## src/rtl/core/sscic_pkg.sv

```systemverilog
// Shared types, constants and codes for the switch scan and indicator control block.
`default_nettype none

package sscic_pkg;

	localparam int NUM_SWITCHES         = 14;
	localparam int BATTERY_BLINK_SHIFT  = 8;
	localparam int ACTIVITY_BLINK_SHIFT = 4;

	localparam int ROT_INDEX  = 5;
	localparam int LEVEL_BITS = 13;
	localparam int HOLD_W     = 16;
	localparam int DUTY_W     = 16;
	localparam int CFG_IDX_W  = 1;

	localparam logic [HOLD_W-1:0] HOLD_MAX = '1;

	// Configuration register indexes.
	localparam logic [CFG_IDX_W-1:0] CFG_LED_LEN  = 1'd0;
	localparam logic [CFG_IDX_W-1:0] CFG_BEEP_LEN = 1'd1;

	// Run mode codes.
	localparam logic [2:0] MODE_SAFE     = 3'd0;
	localparam logic [2:0] MODE_RUN_INIT = 3'd1;
	localparam logic [2:0] MODE_RUN      = 3'd2;
	localparam logic [2:0] MODE_FAIL     = 3'd3;

	// Battery mode codes.
	localparam logic [1:0] BAT_LOW = 2'd0;
	localparam logic [1:0] BAT_MID = 2'd1;

	localparam logic [DUTY_W-1:0] RST_RED   = 16'h3FFF;
	localparam logic [DUTY_W-1:0] RST_GREEN = 16'h3FFF;
	localparam logic [DUTY_W-1:0] RST_BLUE  = 16'h0FFF;

	localparam logic [DUTY_W-1:0] OVR_RED   = 16'hAF00;
	localparam logic [DUTY_W-1:0] OVR_GREEN = 16'hAF00;
	localparam logic [DUTY_W-1:0] OVR_BLUE  = 16'h00FF;

	localparam logic [DUTY_W-1:0] SAFE_RED   = 16'h7000;
	localparam logic [DUTY_W-1:0] SAFE_GREEN = 16'h8F00;
	localparam logic [DUTY_W-1:0] SAFE_BLUE  = 16'h8F00;
	localparam logic [DUTY_W-1:0] INIT_RED   = 16'h0040;
	localparam logic [DUTY_W-1:0] INIT_GREEN = 16'h2B00;
	localparam logic [DUTY_W-1:0] INIT_BLUE  = 16'h0400;
	localparam logic [DUTY_W-1:0] RUN_RED    = 16'h0100;
	localparam logic [DUTY_W-1:0] RUN_GREEN  = 16'hF000;
	localparam logic [DUTY_W-1:0] RUN_BLUE   = 16'h1000;
	localparam logic [DUTY_W-1:0] FAIL_RED   = 16'hF000;
	localparam logic [DUTY_W-1:0] FAIL_GREEN = 16'h0800;
	localparam logic [DUTY_W-1:0] FAIL_BLUE  = 16'h0800;
	localparam logic [DUTY_W-1:0] OTHER_DUTY = 16'h0F00;

	typedef struct packed {
		logic        scan_tick;
		logic        frame_tick;
		logic [12:0] switch_levels;
		logic [7:0]  rotary_count;
		logic [3:0]  query_switch;
		logic [15:0] long_press_time;
		logic [2:0]  run_mode;
		logic [1:0]  battery_mode;
		logic        log_on;
	} tick_item_t;

	typedef struct packed {
		logic [12:0] pressed_mask;
		logic [7:0]  rotary_value;
		logic        long_press;
		logic [7:0]  queried_level;
		logic [15:0] red_duty;
		logic [15:0] green_duty;
		logic [15:0] blue_duty;
		logic        battery_led;
		logic        log_led;
		logic        active_led;
		logic        beep_on;
	} result_item_t;

	// Frame event and mode inputs handed to the indicator unit.
	typedef struct packed {
		logic       advance;
		logic       frame;
		logic       change;
		logic [2:0] run_mode;
		logic [1:0] battery_mode;
		logic       log_on;
	} frame_evt_t;

	// Indicator state as it stands after the current item.
	typedef struct packed {
		logic [DUTY_W-1:0] red;
		logic [DUTY_W-1:0] green;
		logic [DUTY_W-1:0] blue;
		logic              battery_led;
		logic              log_led;
		logic              active_led;
		logic              beep_on;
	} ind_state_t;

endpackage

`default_nettype wire

```

## src/rtl/core/sscic_hold_lane.sv

```systemverilog
// One hold counter lane: saturating up/down count of a switch and its long-press compare.
`default_nettype none

module sscic_hold_lane (
	input  wire logic                      clk,
	input  wire logic                      arst_n,
	input  wire logic                      advance,
	input  wire logic                      pressed,
	input  wire logic [sscic_pkg::HOLD_W-1:0] threshold,
	output logic                           at_threshold
);
	import sscic_pkg::*;

	logic [HOLD_W-1:0] count_q;
	logic [HOLD_W-1:0] count_next;

	always_comb begin
		count_next = count_q;
		if (advance) begin
			if (pressed && count_q != HOLD_MAX) begin
				count_next = count_q + HOLD_W'(1);
			end else if (!pressed && count_q != '0) begin
				count_next = count_q - HOLD_W'(1);
			end
		end
	end

	assign at_threshold = (count_next >= threshold);

	always_ff @(posedge clk or negedge arst_n) begin
		if (!arst_n) begin
			count_q <= '0;
		end else begin
			count_q <= count_next;
		end
	end

endmodule

`default_nettype wire

```

## src/rtl/core/sscic_merge.sv

```systemverilog
// Merges the lane results: picks the long-press flag and level of the queried switch.
`default_nettype none

module sscic_merge (
	input  wire logic [sscic_pkg::NUM_SWITCHES-1:0] lane_hit,
	input  wire logic [sscic_pkg::NUM_SWITCHES-1:0] lane_pressed,
	input  wire logic [7:0]                         rotary,
	input  wire logic [3:0]                         query,
	output logic                                    long_press,
	output logic [7:0]                              queried_level
);
	import sscic_pkg::*;

	// A query beyond the last lane matches nothing and reads as zero.
	always_comb begin
		long_press    = 1'b0;
		queried_level = '0;
		for (int k = 0; k < NUM_SWITCHES; k++) begin
			if (int'(query) == k) begin
				long_press = lane_hit[k];
				if (k == ROT_INDEX) begin
					queried_level = rotary;
				end else begin
					queried_level = {7'd0, lane_pressed[k]};
				end
			end
		end
	end

endmodule

`default_nettype wire

```

## src/rtl/core/sscic_indicator.sv

```systemverilog
// Frame unit: RGB duties with feedback override, battery and activity LEDs, feedback beep.
`default_nettype none

module sscic_indicator (
	input  wire logic                         clk,
	input  wire logic                         arst_n,
	input  wire logic                         cfg_write,
	input  wire logic [sscic_pkg::CFG_IDX_W-1:0] cfg_index,
	input  wire logic [15:0]                  cfg_data,
	input  wire sscic_pkg::frame_evt_t        evt,
	output sscic_pkg::ind_state_t             state_next
);
	import sscic_pkg::*;

	logic [15:0] led_len_q;
	logic [15:0] beep_len_q;

	logic        ovr_active_q;
	logic [15:0] ovr_count_q;
	logic        beep_active_q;
	logic [15:0] beep_count_q;
	logic [15:0] bat_count_q;
	logic [15:0] act_count_q;
	ind_state_t  state_q;

	logic        ovr_active_next;
	logic [15:0] ovr_count_next;
	logic        beep_active_next;
	logic [15:0] beep_count_next;
	logic [15:0] bat_count_next;
	logic [15:0] act_count_next;
	logic [15:0] bat_step;
	logic        blink;

	always_comb begin
		state_next       = state_q;
		ovr_count_next   = ovr_count_q;
		beep_count_next  = beep_count_q;
		bat_count_next   = bat_count_q;
		act_count_next   = act_count_q;
		// A change seen at this item's scan arms both feedback timers before the frame.
		ovr_active_next  = ovr_active_q | evt.change;
		beep_active_next = beep_active_q | evt.change;
		bat_step         = bat_count_q + 16'd1;
		blink            = act_count_q[ACTIVITY_BLINK_SHIFT];

		if (evt.frame) begin
			unique case (evt.run_mode)
				MODE_SAFE: begin
					state_next.red   = SAFE_RED;
					state_next.green = SAFE_GREEN;
					state_next.blue  = SAFE_BLUE;
				end
				MODE_RUN_INIT: begin
					state_next.red   = INIT_RED;
					state_next.green = INIT_GREEN;
					state_next.blue  = INIT_BLUE;
				end
				MODE_RUN: begin
					state_next.red   = RUN_RED;
					state_next.green = RUN_GREEN;
					state_next.blue  = RUN_BLUE;
				end
				MODE_FAIL: begin
					state_next.red   = FAIL_RED;
					state_next.green = FAIL_GREEN;
					state_next.blue  = FAIL_BLUE;
				end
				default: begin
					state_next.red   = OTHER_DUTY;
					state_next.green = OTHER_DUTY;
					state_next.blue  = OTHER_DUTY;
				end
			endcase

			if (ovr_active_next) begin
				state_next.red   = OVR_RED;
				state_next.green = OVR_GREEN;
				state_next.blue  = OVR_BLUE;
				if (ovr_count_q > led_len_q) begin
					ovr_count_next  = '0;
					ovr_active_next = 1'b0;
				end else begin
					ovr_count_next = ovr_count_q + 16'd1;
				end
			end

			// Mid battery advances twice and shows the bit after the first step.
			if (evt.battery_mode == BAT_LOW) begin
				state_next.battery_led = 1'b1;
				bat_count_next         = bat_step;
			end else if (evt.battery_mode == BAT_MID) begin
				state_next.battery_led = bat_step[BATTERY_BLINK_SHIFT];
				bat_count_next         = bat_count_q + 16'd2;
			end else begin
				state_next.battery_led = 1'b0;
				bat_count_next         = bat_step;
			end

			act_count_next        = act_count_q + 16'd1;
			state_next.log_led    = evt.log_on & blink;
			state_next.active_led = ~evt.log_on & blink;

			if (beep_active_next) begin
				if (beep_count_q > beep_len_q) begin
					state_next.beep_on = 1'b0;
					beep_count_next    = '0;
					beep_active_next   = 1'b0;
				end else begin
					state_next.beep_on = 1'b1;
					beep_count_next    = beep_count_q + 16'd1;
				end
			end
		end
	end

	always_ff @(posedge clk or negedge arst_n) begin
		if (!arst_n) begin
			led_len_q           <= 16'd10;
			beep_len_q          <= 16'd10;
			ovr_active_q        <= 1'b0;
			ovr_count_q         <= '0;
			beep_active_q       <= 1'b0;
			beep_count_q        <= '0;
			bat_count_q         <= '0;
			act_count_q         <= '0;
			state_q.red         <= RST_RED;
			state_q.green       <= RST_GREEN;
			state_q.blue        <= RST_BLUE;
			state_q.battery_led <= 1'b0;
			state_q.log_led     <= 1'b0;
			state_q.active_led  <= 1'b0;
			state_q.beep_on     <= 1'b0;
		end else begin
			if (cfg_write) begin
				unique case (cfg_index)
					CFG_LED_LEN:  led_len_q  <= cfg_data;
					CFG_BEEP_LEN: beep_len_q <= cfg_data;
				endcase
			end
			if (evt.advance) begin
				ovr_active_q  <= ovr_active_next;
				ovr_count_q   <= ovr_count_next;
				beep_active_q <= beep_active_next;
				beep_count_q  <= beep_count_next;
				bat_count_q   <= bat_count_next;
				act_count_q   <= act_count_next;
				state_q       <= state_next;
			end
		end
	end

endmodule

`default_nettype wire

```

## src/rtl/core/switch_scan_and_indicator_control.sv

```systemverilog
// Top level: switch scan latches, hold counter lanes, indicator unit and result buffering.
//
//  Channel   Direction  Signals                                    Moves
//  tick      in         tick_valid, tick_ready, tick               one scan/frame tick item
//  result    out        result_valid, result_ready, result         one result item per tick
//  cfg       in         cfg_valid, cfg_ready, cfg_index, cfg_data  feedback length writes
//
// Every tick item is handled as it is taken: the 14 hold counter lanes and the indicator
// unit update in parallel, and the result is registered at the edge that takes the item.
// One item per cycle is sustained while result_ready stays high; a two-entry output
// stage (result register plus skid register) lets one more item in during a stall.
// After reset all counters are zero, the duties hold their power-up colors and no
// result is pending. Configuration writes are always taken, as cfg_ready is tied high.
`default_nettype none

module switch_scan_and_indicator_control (
	input  wire logic                             clk,
	input  wire logic                             arst_n,
	input  wire logic                             tick_valid,
	output logic                                  tick_ready,
	input  wire sscic_pkg::tick_item_t            tick,
	output logic                                  result_valid,
	input  wire logic                             result_ready,
	output sscic_pkg::result_item_t               result,
	input  wire logic                             cfg_valid,
	output logic                                  cfg_ready,
	input  wire logic [sscic_pkg::CFG_IDX_W-1:0]  cfg_index,
	input  wire logic [15:0]                      cfg_data
);
	import sscic_pkg::*;

	logic                    tick_fire;
	logic                    scan_fire;
	logic [LEVEL_BITS-1:0]   last_levels_q;
	logic [7:0]              last_rotary_q;
	logic [LEVEL_BITS-1:0]   pressed_next;
	logic [7:0]              rotary_next;
	logic                    change;
	logic [NUM_SWITCHES-1:0] lane_pressed;
	logic [NUM_SWITCHES-1:0] lane_hit;
	logic                    long_press;
	logic [7:0]              queried_level;
	frame_evt_t              evt;
	ind_state_t              ind_next;
	result_item_t            result_next;
	result_item_t            result_q;
	result_item_t            skid_q;
	logic                    result_valid_q;
	logic                    skid_full_q;

	assign tick_ready = ~skid_full_q;
	assign tick_fire  = tick_valid & tick_ready;
	assign scan_fire  = tick_fire & tick.scan_tick;
	assign cfg_ready  = 1'b1;

	assign pressed_next = tick.scan_tick ? ~tick.switch_levels : last_levels_q;
	assign rotary_next  = tick.scan_tick ? tick.rotary_count : last_rotary_q;
	assign change = tick.scan_tick &&
		((~tick.switch_levels != last_levels_q) || (tick.rotary_count != last_rotary_q));

	always_ff @(posedge clk or negedge arst_n) begin
		if (!arst_n) begin
			last_levels_q <= '0;
			last_rotary_q <= '0;
		end else if (scan_fire) begin
			last_levels_q <= pressed_next;
			last_rotary_q <= rotary_next;
		end
	end

	// Switch indexes skip the rotary slot; lanes with no level bit read released.
	for (genvar k = 0; k < NUM_SWITCHES; k++) begin : g_lane
		localparam int LevelBit = (k < ROT_INDEX) ? k : k - 1;

		if (k == ROT_INDEX) begin : g_rot
			assign lane_pressed[k] = (rotary_next != '0);
		end else if (LevelBit < LEVEL_BITS) begin : g_sw
			assign lane_pressed[k] = pressed_next[LevelBit];
		end else begin : g_none
			assign lane_pressed[k] = 1'b0;
		end

		sscic_hold_lane u_lane (
			.clk          (clk),
			.arst_n       (arst_n),
			.advance      (scan_fire),
			.pressed      (lane_pressed[k]),
			.threshold    (tick.long_press_time),
			.at_threshold (lane_hit[k])
		);
	end

	sscic_merge u_merge (
		.lane_hit      (lane_hit),
		.lane_pressed  (lane_pressed),
		.rotary        (rotary_next),
		.query         (tick.query_switch),
		.long_press    (long_press),
		.queried_level (queried_level)
	);

	assign evt.advance      = tick_fire;
	assign evt.frame        = tick.frame_tick;
	assign evt.change       = change;
	assign evt.run_mode     = tick.run_mode;
	assign evt.battery_mode = tick.battery_mode;
	assign evt.log_on       = tick.log_on;

	sscic_indicator u_indicator (
		.clk        (clk),
		.arst_n     (arst_n),
		.cfg_write  (cfg_valid & cfg_ready),
		.cfg_index  (cfg_index),
		.cfg_data   (cfg_data),
		.evt        (evt),
		.state_next (ind_next)
	);

	always_comb begin
		result_next.pressed_mask  = pressed_next;
		result_next.rotary_value  = rotary_next;
		result_next.long_press    = long_press;
		result_next.queried_level = queried_level;
		result_next.red_duty      = ind_next.red;
		result_next.green_duty    = ind_next.green;
		result_next.blue_duty     = ind_next.blue;
		result_next.battery_led   = ind_next.battery_led;
		result_next.log_led       = ind_next.log_led;
		result_next.active_led    = ind_next.active_led;
		result_next.beep_on       = ind_next.beep_on;
	end

	always_ff @(posedge clk or negedge arst_n) begin
		if (!arst_n) begin
			result_valid_q <= 1'b0;
			skid_full_q    <= 1'b0;
		end else if (tick_fire) begin
			if (!result_valid_q || result_ready) begin
				result_valid_q <= 1'b1;
			end else begin
				skid_full_q <= 1'b1;
			end
		end else if (result_valid_q && result_ready) begin
			if (skid_full_q) begin
				skid_full_q <= 1'b0;
			end else begin
				result_valid_q <= 1'b0;
			end
		end
	end

	always_ff @(posedge clk) begin
		if (tick_fire && (!result_valid_q || result_ready)) begin
			result_q <= result_next;
		end else if (result_valid_q && result_ready && skid_full_q) begin
			result_q <= skid_q;
		end
		if (tick_fire && result_valid_q && !result_ready) begin
			skid_q <= result_next;
		end
	end

	assign result_valid = result_valid_q;
	assign result       = result_q;

endmodule

`default_nettype wire
```

## config.mk

```make
export PLATFORM = sky130hd
export DESIGN_NAME = switch_scan_and_indicator_control
export DESIGN_NICKNAME = d
export VERILOG_FILES = /design/src/rtl/core/sscic_pkg.sv /design/src/rtl/core/sscic_hold_lane.sv /design/src/rtl/core/sscic_merge.sv /design/src/rtl/core/sscic_indicator.sv /design/src/rtl/core/switch_scan_and_indicator_control.sv
export SDC_FILE = /design/constraint.sdc
export NUM_CORES = 2
export LEC_CHECK = 0
export CORE_MARGIN = 8
export CORE_UTILIZATION = 45
export DETAILED_ROUTE_END_ITERATION = 8
export DONT_BUFFER_PORTS = 1
export PLACE_DENSITY = 0.65
export SLEW_MARGIN = 25
export SYNTH_ARGS = -nofsm -noshare
export SYNTH_HDL_FRONTEND = slang
export SYNTH_SLANG_ARGS = --single-unit
```

## constraint.sdc

```tcl
create_clock -name clk -period 6.3 [get_ports clk]
set_input_delay 1.575 -clock clk [delete_from_list [all_inputs] [get_ports clk]]
set_output_delay 1.575 -clock clk [all_outputs]
set_load 0.05 [all_outputs]
```

# Word level (Yosys, flattened, before mapping)
# Index checks and enable logic that the tools add are counted.
dict set report op_classes {
  n_addsub 33
  order_cmp 16
  eq_ne 36
  n_mux 97
  bitwise_logic 10
  reduce_logical 79
}
# cell n
set ops {}
lappend ops {{16-bit 2-to-1 mux} 46}
lappend ops {{16-bit by 1-bit adder with 16-bit output, second input constant} 18}
lappend ops {{16-bit >= comparator} 14}
lappend ops {{16-bit inequality test, second input constant} 14}
lappend ops {{16-bit nonzero test} 14}
lappend ops {{16-bit by 1-bit subtractor with 16-bit output, second input constant} 14}
lappend ops {{48-bit case mux with 4 select lines} 1}
lappend ops {{82-bit 2-to-1 mux} 2}
lappend ops {{8-bit 2-to-1 mux} 10}
lappend ops {{52-bit 2-to-1 mux} 1}
lappend ops {{48-bit 2-to-1 mux} 1}
lappend ops {{1-bit 2-to-1 mux} 35}
lappend ops {{1-bit logical AND} 34}
lappend ops {{4-bit equality test, second input constant} 8}
lappend ops {{16-bit > comparator} 2}
lappend ops {{16-bit by 2-bit adder with 16-bit output, second input constant} 1}
lappend ops {{4-bit by 3-bit equality test with 1-bit output, second input constant} 4}
lappend ops {{1-bit logical NOT} 16}
lappend ops {{13-bit 2-to-1 mux} 1}
lappend ops {{13-bit inequality test} 1}
lappend ops {{13-bit inverter} 1}
lappend ops {{3-bit AND reduction} 3}
lappend ops {{8-bit inequality test} 1}
lappend ops {{2-bit AND reduction} 4}
lappend ops {{15 further kinds} 25}
dict set report totals {
  register_bits 561
  in_bits 71
  wordCells 326
}

# Depth between registers and ports, before layout
dict set report logic_depth {
  ltp_word 23
  mapped_depth 19
  depth_no_buf 19
}

# Hierarchy
# From an unflattened synthesis, not the netlist that was laid out.
dict set report unflattened {
  cells_unflattened 3840
  hier_area_um2 37479.7
}
# mod n_inst cells_per_inst area_each_um2 seq_area_each_um2
set modules_own_cells {}
lappend modules_own_cells {sscic_hold_lane 14 193 1621.6 400.4}
lappend modules_own_cells {switch_scan_and_indicator_control 1 406 7638.6 5500.3}
lappend modules_own_cells {sscic_indicator 1 677 6716.4 3358.2}
lappend modules_own_cells {sscic_merge 1 55 422.9 0.0}

# Least setup slack after synthesis
# OpenSTA, ideal clock, no wires.
dict set report synth_timing {
  kind {input to register}
  from {input tick_valid}
  to {register result_q (netlist bit result[0]) (enable)}
  arrival_time_ns 5.837
  slack_ns -0.086
  cell_stages 3
  path_cell_list {nand2_1 > clkbuf_1 > a21oi_1}
}
dict set report synth_between {
  elab_chain_len 3
}
# element line
set synth_rtl {}
lappend synth_rtl {{start, declared} switch_scan_and_indicator_control.sv:19} ;# input wire logic tick_valid,
lappend synth_rtl {{1-bit AND} switch_scan_and_indicator_control.sv:52} ;# assign tick_fire = tick_valid & tick_ready;
lappend synth_rtl {{1-bit logical AND} switch_scan_and_indicator_control.sv:153} ;# if (tick_fire && (!result_valid_q || result_ready)) begin
lappend synth_rtl {{2-bit nonzero test (no line)} -}
lappend synth_rtl {{end signal, assigned} switch_scan_and_indicator_control.sv:154} ;# result_q <= result_next;
lappend synth_rtl {{end signal, assigned} switch_scan_and_indicator_control.sv:156} ;# result_q <= skid_q;
lappend synth_rtl {{end, declared} switch_scan_and_indicator_control.sv:46} ;# result_item_t result_q;
# Every way passes these cells.
# A chain may end at the register's enable or synchronous reset.

# Final worst setup path
dict set report layout_timing {
  from {input tick[48] (netlist name)}
  to {register result_q (netlist bit result[60]) (data pin)}
}
dict set report layout_between {
  elab_cells_between_ends 117
  classes_between {order compare (14); mux (59); bitwise (1); reduce/logical (43)}
}
# element line
set layout_lines {}
lappend layout_lines {{start, declared} switch_scan_and_indicator_control.sv:21} ;# input wire sscic_pkg::tick_item_t tick,
lappend layout_lines {{13-bit 2-to-1 mux} switch_scan_and_indicator_control.sv:56} ;# assign pressed_next = tick.scan_tick ? ~tick.switch_levels : last_levels_q;
lappend layout_lines {{1-bit logical NOT} sscic_hold_lane.sv:22} ;# end else if (!pressed && count_q != '0) begin
lappend layout_lines {{1-bit logical AND} sscic_hold_lane.sv:22}
lappend layout_lines {{16-bit 2-to-1 mux} sscic_hold_lane.sv:22}
lappend layout_lines {{16-bit 2-to-1 mux} sscic_hold_lane.sv:20} ;# if (pressed && count_q != HOLD_MAX) begin
lappend layout_lines {{16-bit 2-to-1 mux (*)} sscic_hold_lane.sv:19} ;# if (advance) begin
lappend layout_lines {{via g_lane[10].u_lane.count_next[6]} sscic_hold_lane.sv:15} ;# logic [HOLD_W-1:0] count_next;
lappend layout_lines {{16-bit >= comparator (*)} sscic_hold_lane.sv:28} ;# assign at_threshold = (count_next >= threshold);
lappend layout_lines {{1-bit 2-to-1 mux (*) (4 in series)} sscic_merge.sv:19} ;# if (int'(query) == k) begin
lappend layout_lines {{82-bit 2-to-1 mux (*)} switch_scan_and_indicator_control.sv:153}
# The timed path passes the listed nets; every way through them passes the cells marked *.

==> qor.csv <==
stage,metric,value,unit
grt,gr-total-overflow,0,
power_and_ir_drop,leakage,15.5,nW
routing,dr.first_iter.drc_count,2120,
routing,drt_pre_antenna_iters,6,
clock_network,max-clock-path-buffers,3,
grt,grt_pass1_wl,141000,um
yosys,avgSynthCellArea,9.67,um^2
critical_path,r2r_cells,14,
yosys,yosysTopAreaCell,dfrtp_1,
grt,grt_max_degree,380,
yosys,netlist.area_leader.share,25.1,%
power_and_ir_drop,power.density,438,nW/um^2
critical_path,worstPathMaxFanout,29,
clock_network,post_cts_buffers,0,
floorplan,rows,100,
floorplan,die_w,288,um
power_and_ir_drop,p_total,16.1,mW
routing,num_vias,26200,
clock_network,htreeDepth,2,
cells_and_area,syn_to_final_growth,10.1,%
sta,maxSlewViolCount,0,
power_and_ir_drop,vdd_ir_drop_max,307,uV
clock_network,cts_tree,yes,
yosys,yosysMostFrequentCell,nand2_1,
critical_path,worst_setup_path_start_kind,input pin,
grt,grt_use_total,21.2,%
min_path,min_path_type,flop to flop,
clock_network,cts_resized,0,
clock_network,clkTransAtPathRegs,70,ps
clock_network,cts_hold_buffers,0,
floorplan,start_util,45.2,%
yosys,ys_top_cells_by_area,"dfrtp_1, edfxtp_1, ha_1",
grt,first_global_vias,25000,
sta,hold_viol,0,
grt,grt_antenna_before_repair,1,
cells_and_area,final.fill_count,6656,
placed_design,io_buffers,0,
sta,fmax,174,MHz
cells_and_area,nets,3796,
yosys,synthFlopType,dfrtp_1,
floorplan,fp.dieH,288,um
sta,finalSetupTns,0,ps
critical_path,worstPathArrival,6180,ps
placed_design,gp_congestion,0.963,
sta,worst_slew_pin_slew,1380,ps
yosys,syn_area,33400,um^2
routing,avgViaCountPerCell,5.88,
clock_network,cts-root-buf,clkbuf_16,
routing,routedWlPerCell,20.3,um
routing,ant_nets,0,
cells_and_area,antenna_cells,0,
sta,whs,464,ps
sta,fin_crit_sh,91.1,%
cells_and_area,drive_above_1_share,9.70,%
critical_path,timing.rr.start,last_levels_q[9],
critical_path,worstPathRequired,6740,ps
critical_path,criticalPathCategory,input pin to flop,
job,drv_cap,0,
critical_path,crit_start,tick[48],
min_path,whs_path_depth,2,
routing,wl,90600,um
yosys,seq_area_frac_synth,43.3,%
sta,finalCriticalPeriod,5740,ps
yosys,syn_inst,3455,
cells_and_area,stdcell_count,4452,
min_path,holdCritStartpoint,u_indicator.state_q[48],
placed_design,dp_hpwl,63100,um
sta,slew_headroom,7.91,%
floorplan,ioPinCount,156,
sta,finClkSkew,40.8,ps
yosys,synth_warnings,0,
yosys,synthArstFlopShare,69.8,%
floorplan,core,73900,um^2
clock_network,numCtsBuffers,61,
yosys,synth_fp_nets,3821,
yosys,synth_seq_cells,543,
placed_design,dp.cells,4336,
routing,drc,0,
clock_network,clk_latency,660,ps
sta,finalSetupViolations,0,
floorplan,die-area,83200,um^2
critical_path,critPathCaptureType,flop,
cells_and_area,final_core_util,49.7,%
sta,rsz0062_at_grt,false,
yosys,synth_cell_types,94,
yosys,synth_edf_count,164,
yosys,synth_commonest_cells,"nand2_1, dfrtp_1, ha_1",
run_status,status,finished clean,
clock_network,cts.sinks,543,
final cells by class:
cell class	instances	area, um^2	area share (%)
clock buffers	73	1650	4.47
clock inverters	43	622	1.69
inverters	154	578	1.57
multi-input cells	2623	17900	48.6
flip-flops and latches	543	14500	39.3
well taps	969	1210	3.30
repair buffers	47	378	1.03
cell families after synthesis:
| logic type | Yosys count | synth area share [%] |
|---|---|---|
| AOI/OAI and AO/OA | 723 | 13.7 |
| xor gates and xnor gates | 249 | 6.53 |
| adders and majority gates | 295 | 11.0 |
| buffers and inverters | 289 | 3.36 |
| DFF | 543 | 43.3 |
| muxes | 102 | 3.51 |
| other | 1 | 0.0112 |
| and+or+nand+nor | 1253 | 18.6 |
worst paths after layout:
kind	to	slack, ps
max	result[60]	560
min	u_indicator.state_q[48]	460
max reg2reg	result[60]	1190
min reg2reg	u_indicator.state_q[48]	460
max in group asynchronous	g_lane[4].u_lane.count_q[11]	4530
min in group asynchronous	g_lane[2].u_lane.count_q[0]	670
state kept, by name, summed over array words and instances, names as in the netlist, 16 cells and up:
signal,cells
skid_q,82
result,82
u_indicator.state_q,52
u_indicator.beep_count_q,16
u_indicator.beep_len_q,16
u_indicator.ovr_count_q,16
u_indicator.led_len_q,16
g_lane.u_lane.count_q,224
cells in the final DEF, fill, tap and decap left out, drive strengths merged, types with 58 or more instances in the layout:
| cell type | n |
|---|---|
| xnor2 | 139 |
| o21ai | 233 |
| nor4 | 58 |
| nor3 | 97 |
| nand4 | 81 |
| nand3 | 111 |
| clkbuf | 73 |
| nor2 | 269 |
| dfrtp | 335 |
| mux2 | 79 |
| a21oi | 174 |
| edfxtp | 164 |
| inv | 157 |
| nand2 | 357 |
| xor2 | 110 |
| ha | 295 |
power breakdown:
| group | internal, mW | switching (mW) | leakage (nW) | total, mW |
|---|---|---|---|---|
| clock network | 2.38 | 1.60 | 1.10 | 3.98 |
| logic | 2.12 | 3.13 | 8.19 | 5.25 |
| registers | 4.89 | 1.98 | 6.23 | 6.87 |
| total | 9.40 | 6.71 | 15.5 | 16.1 |
layer usage:
metal	vias up	track usage, %	part of all wire, %
met5	-	0	0
met1	12700	29.5	45
met3	108	4.88	8.4
li1	12500	-	-
met2	849	33.6	45
met4	0	4.73	1.8
worst max-delay path, stage by stage:
cell and delay [ps]:
mux2_2 400, inv_1 390, o21ai_1 380, and2_1 300, a2111oi_0 690, xor2_1 190, ha_1 360, o2111ai_1 100
o22ai_1 300, o21ai_0 230, o31ai_1 510, o221ai_1 400, o31ai_1 310
through the flow:
stage                     worst slack, ps  cell area (um^2)
final                                 561             36800
after global placement                190             34500
after global routing                  391             36800
after detailed placement             53.4             34500
after CTS                             727             36800
after floorplan                       409             33400
Note: power is estimated with default switching activity, not from simulation.
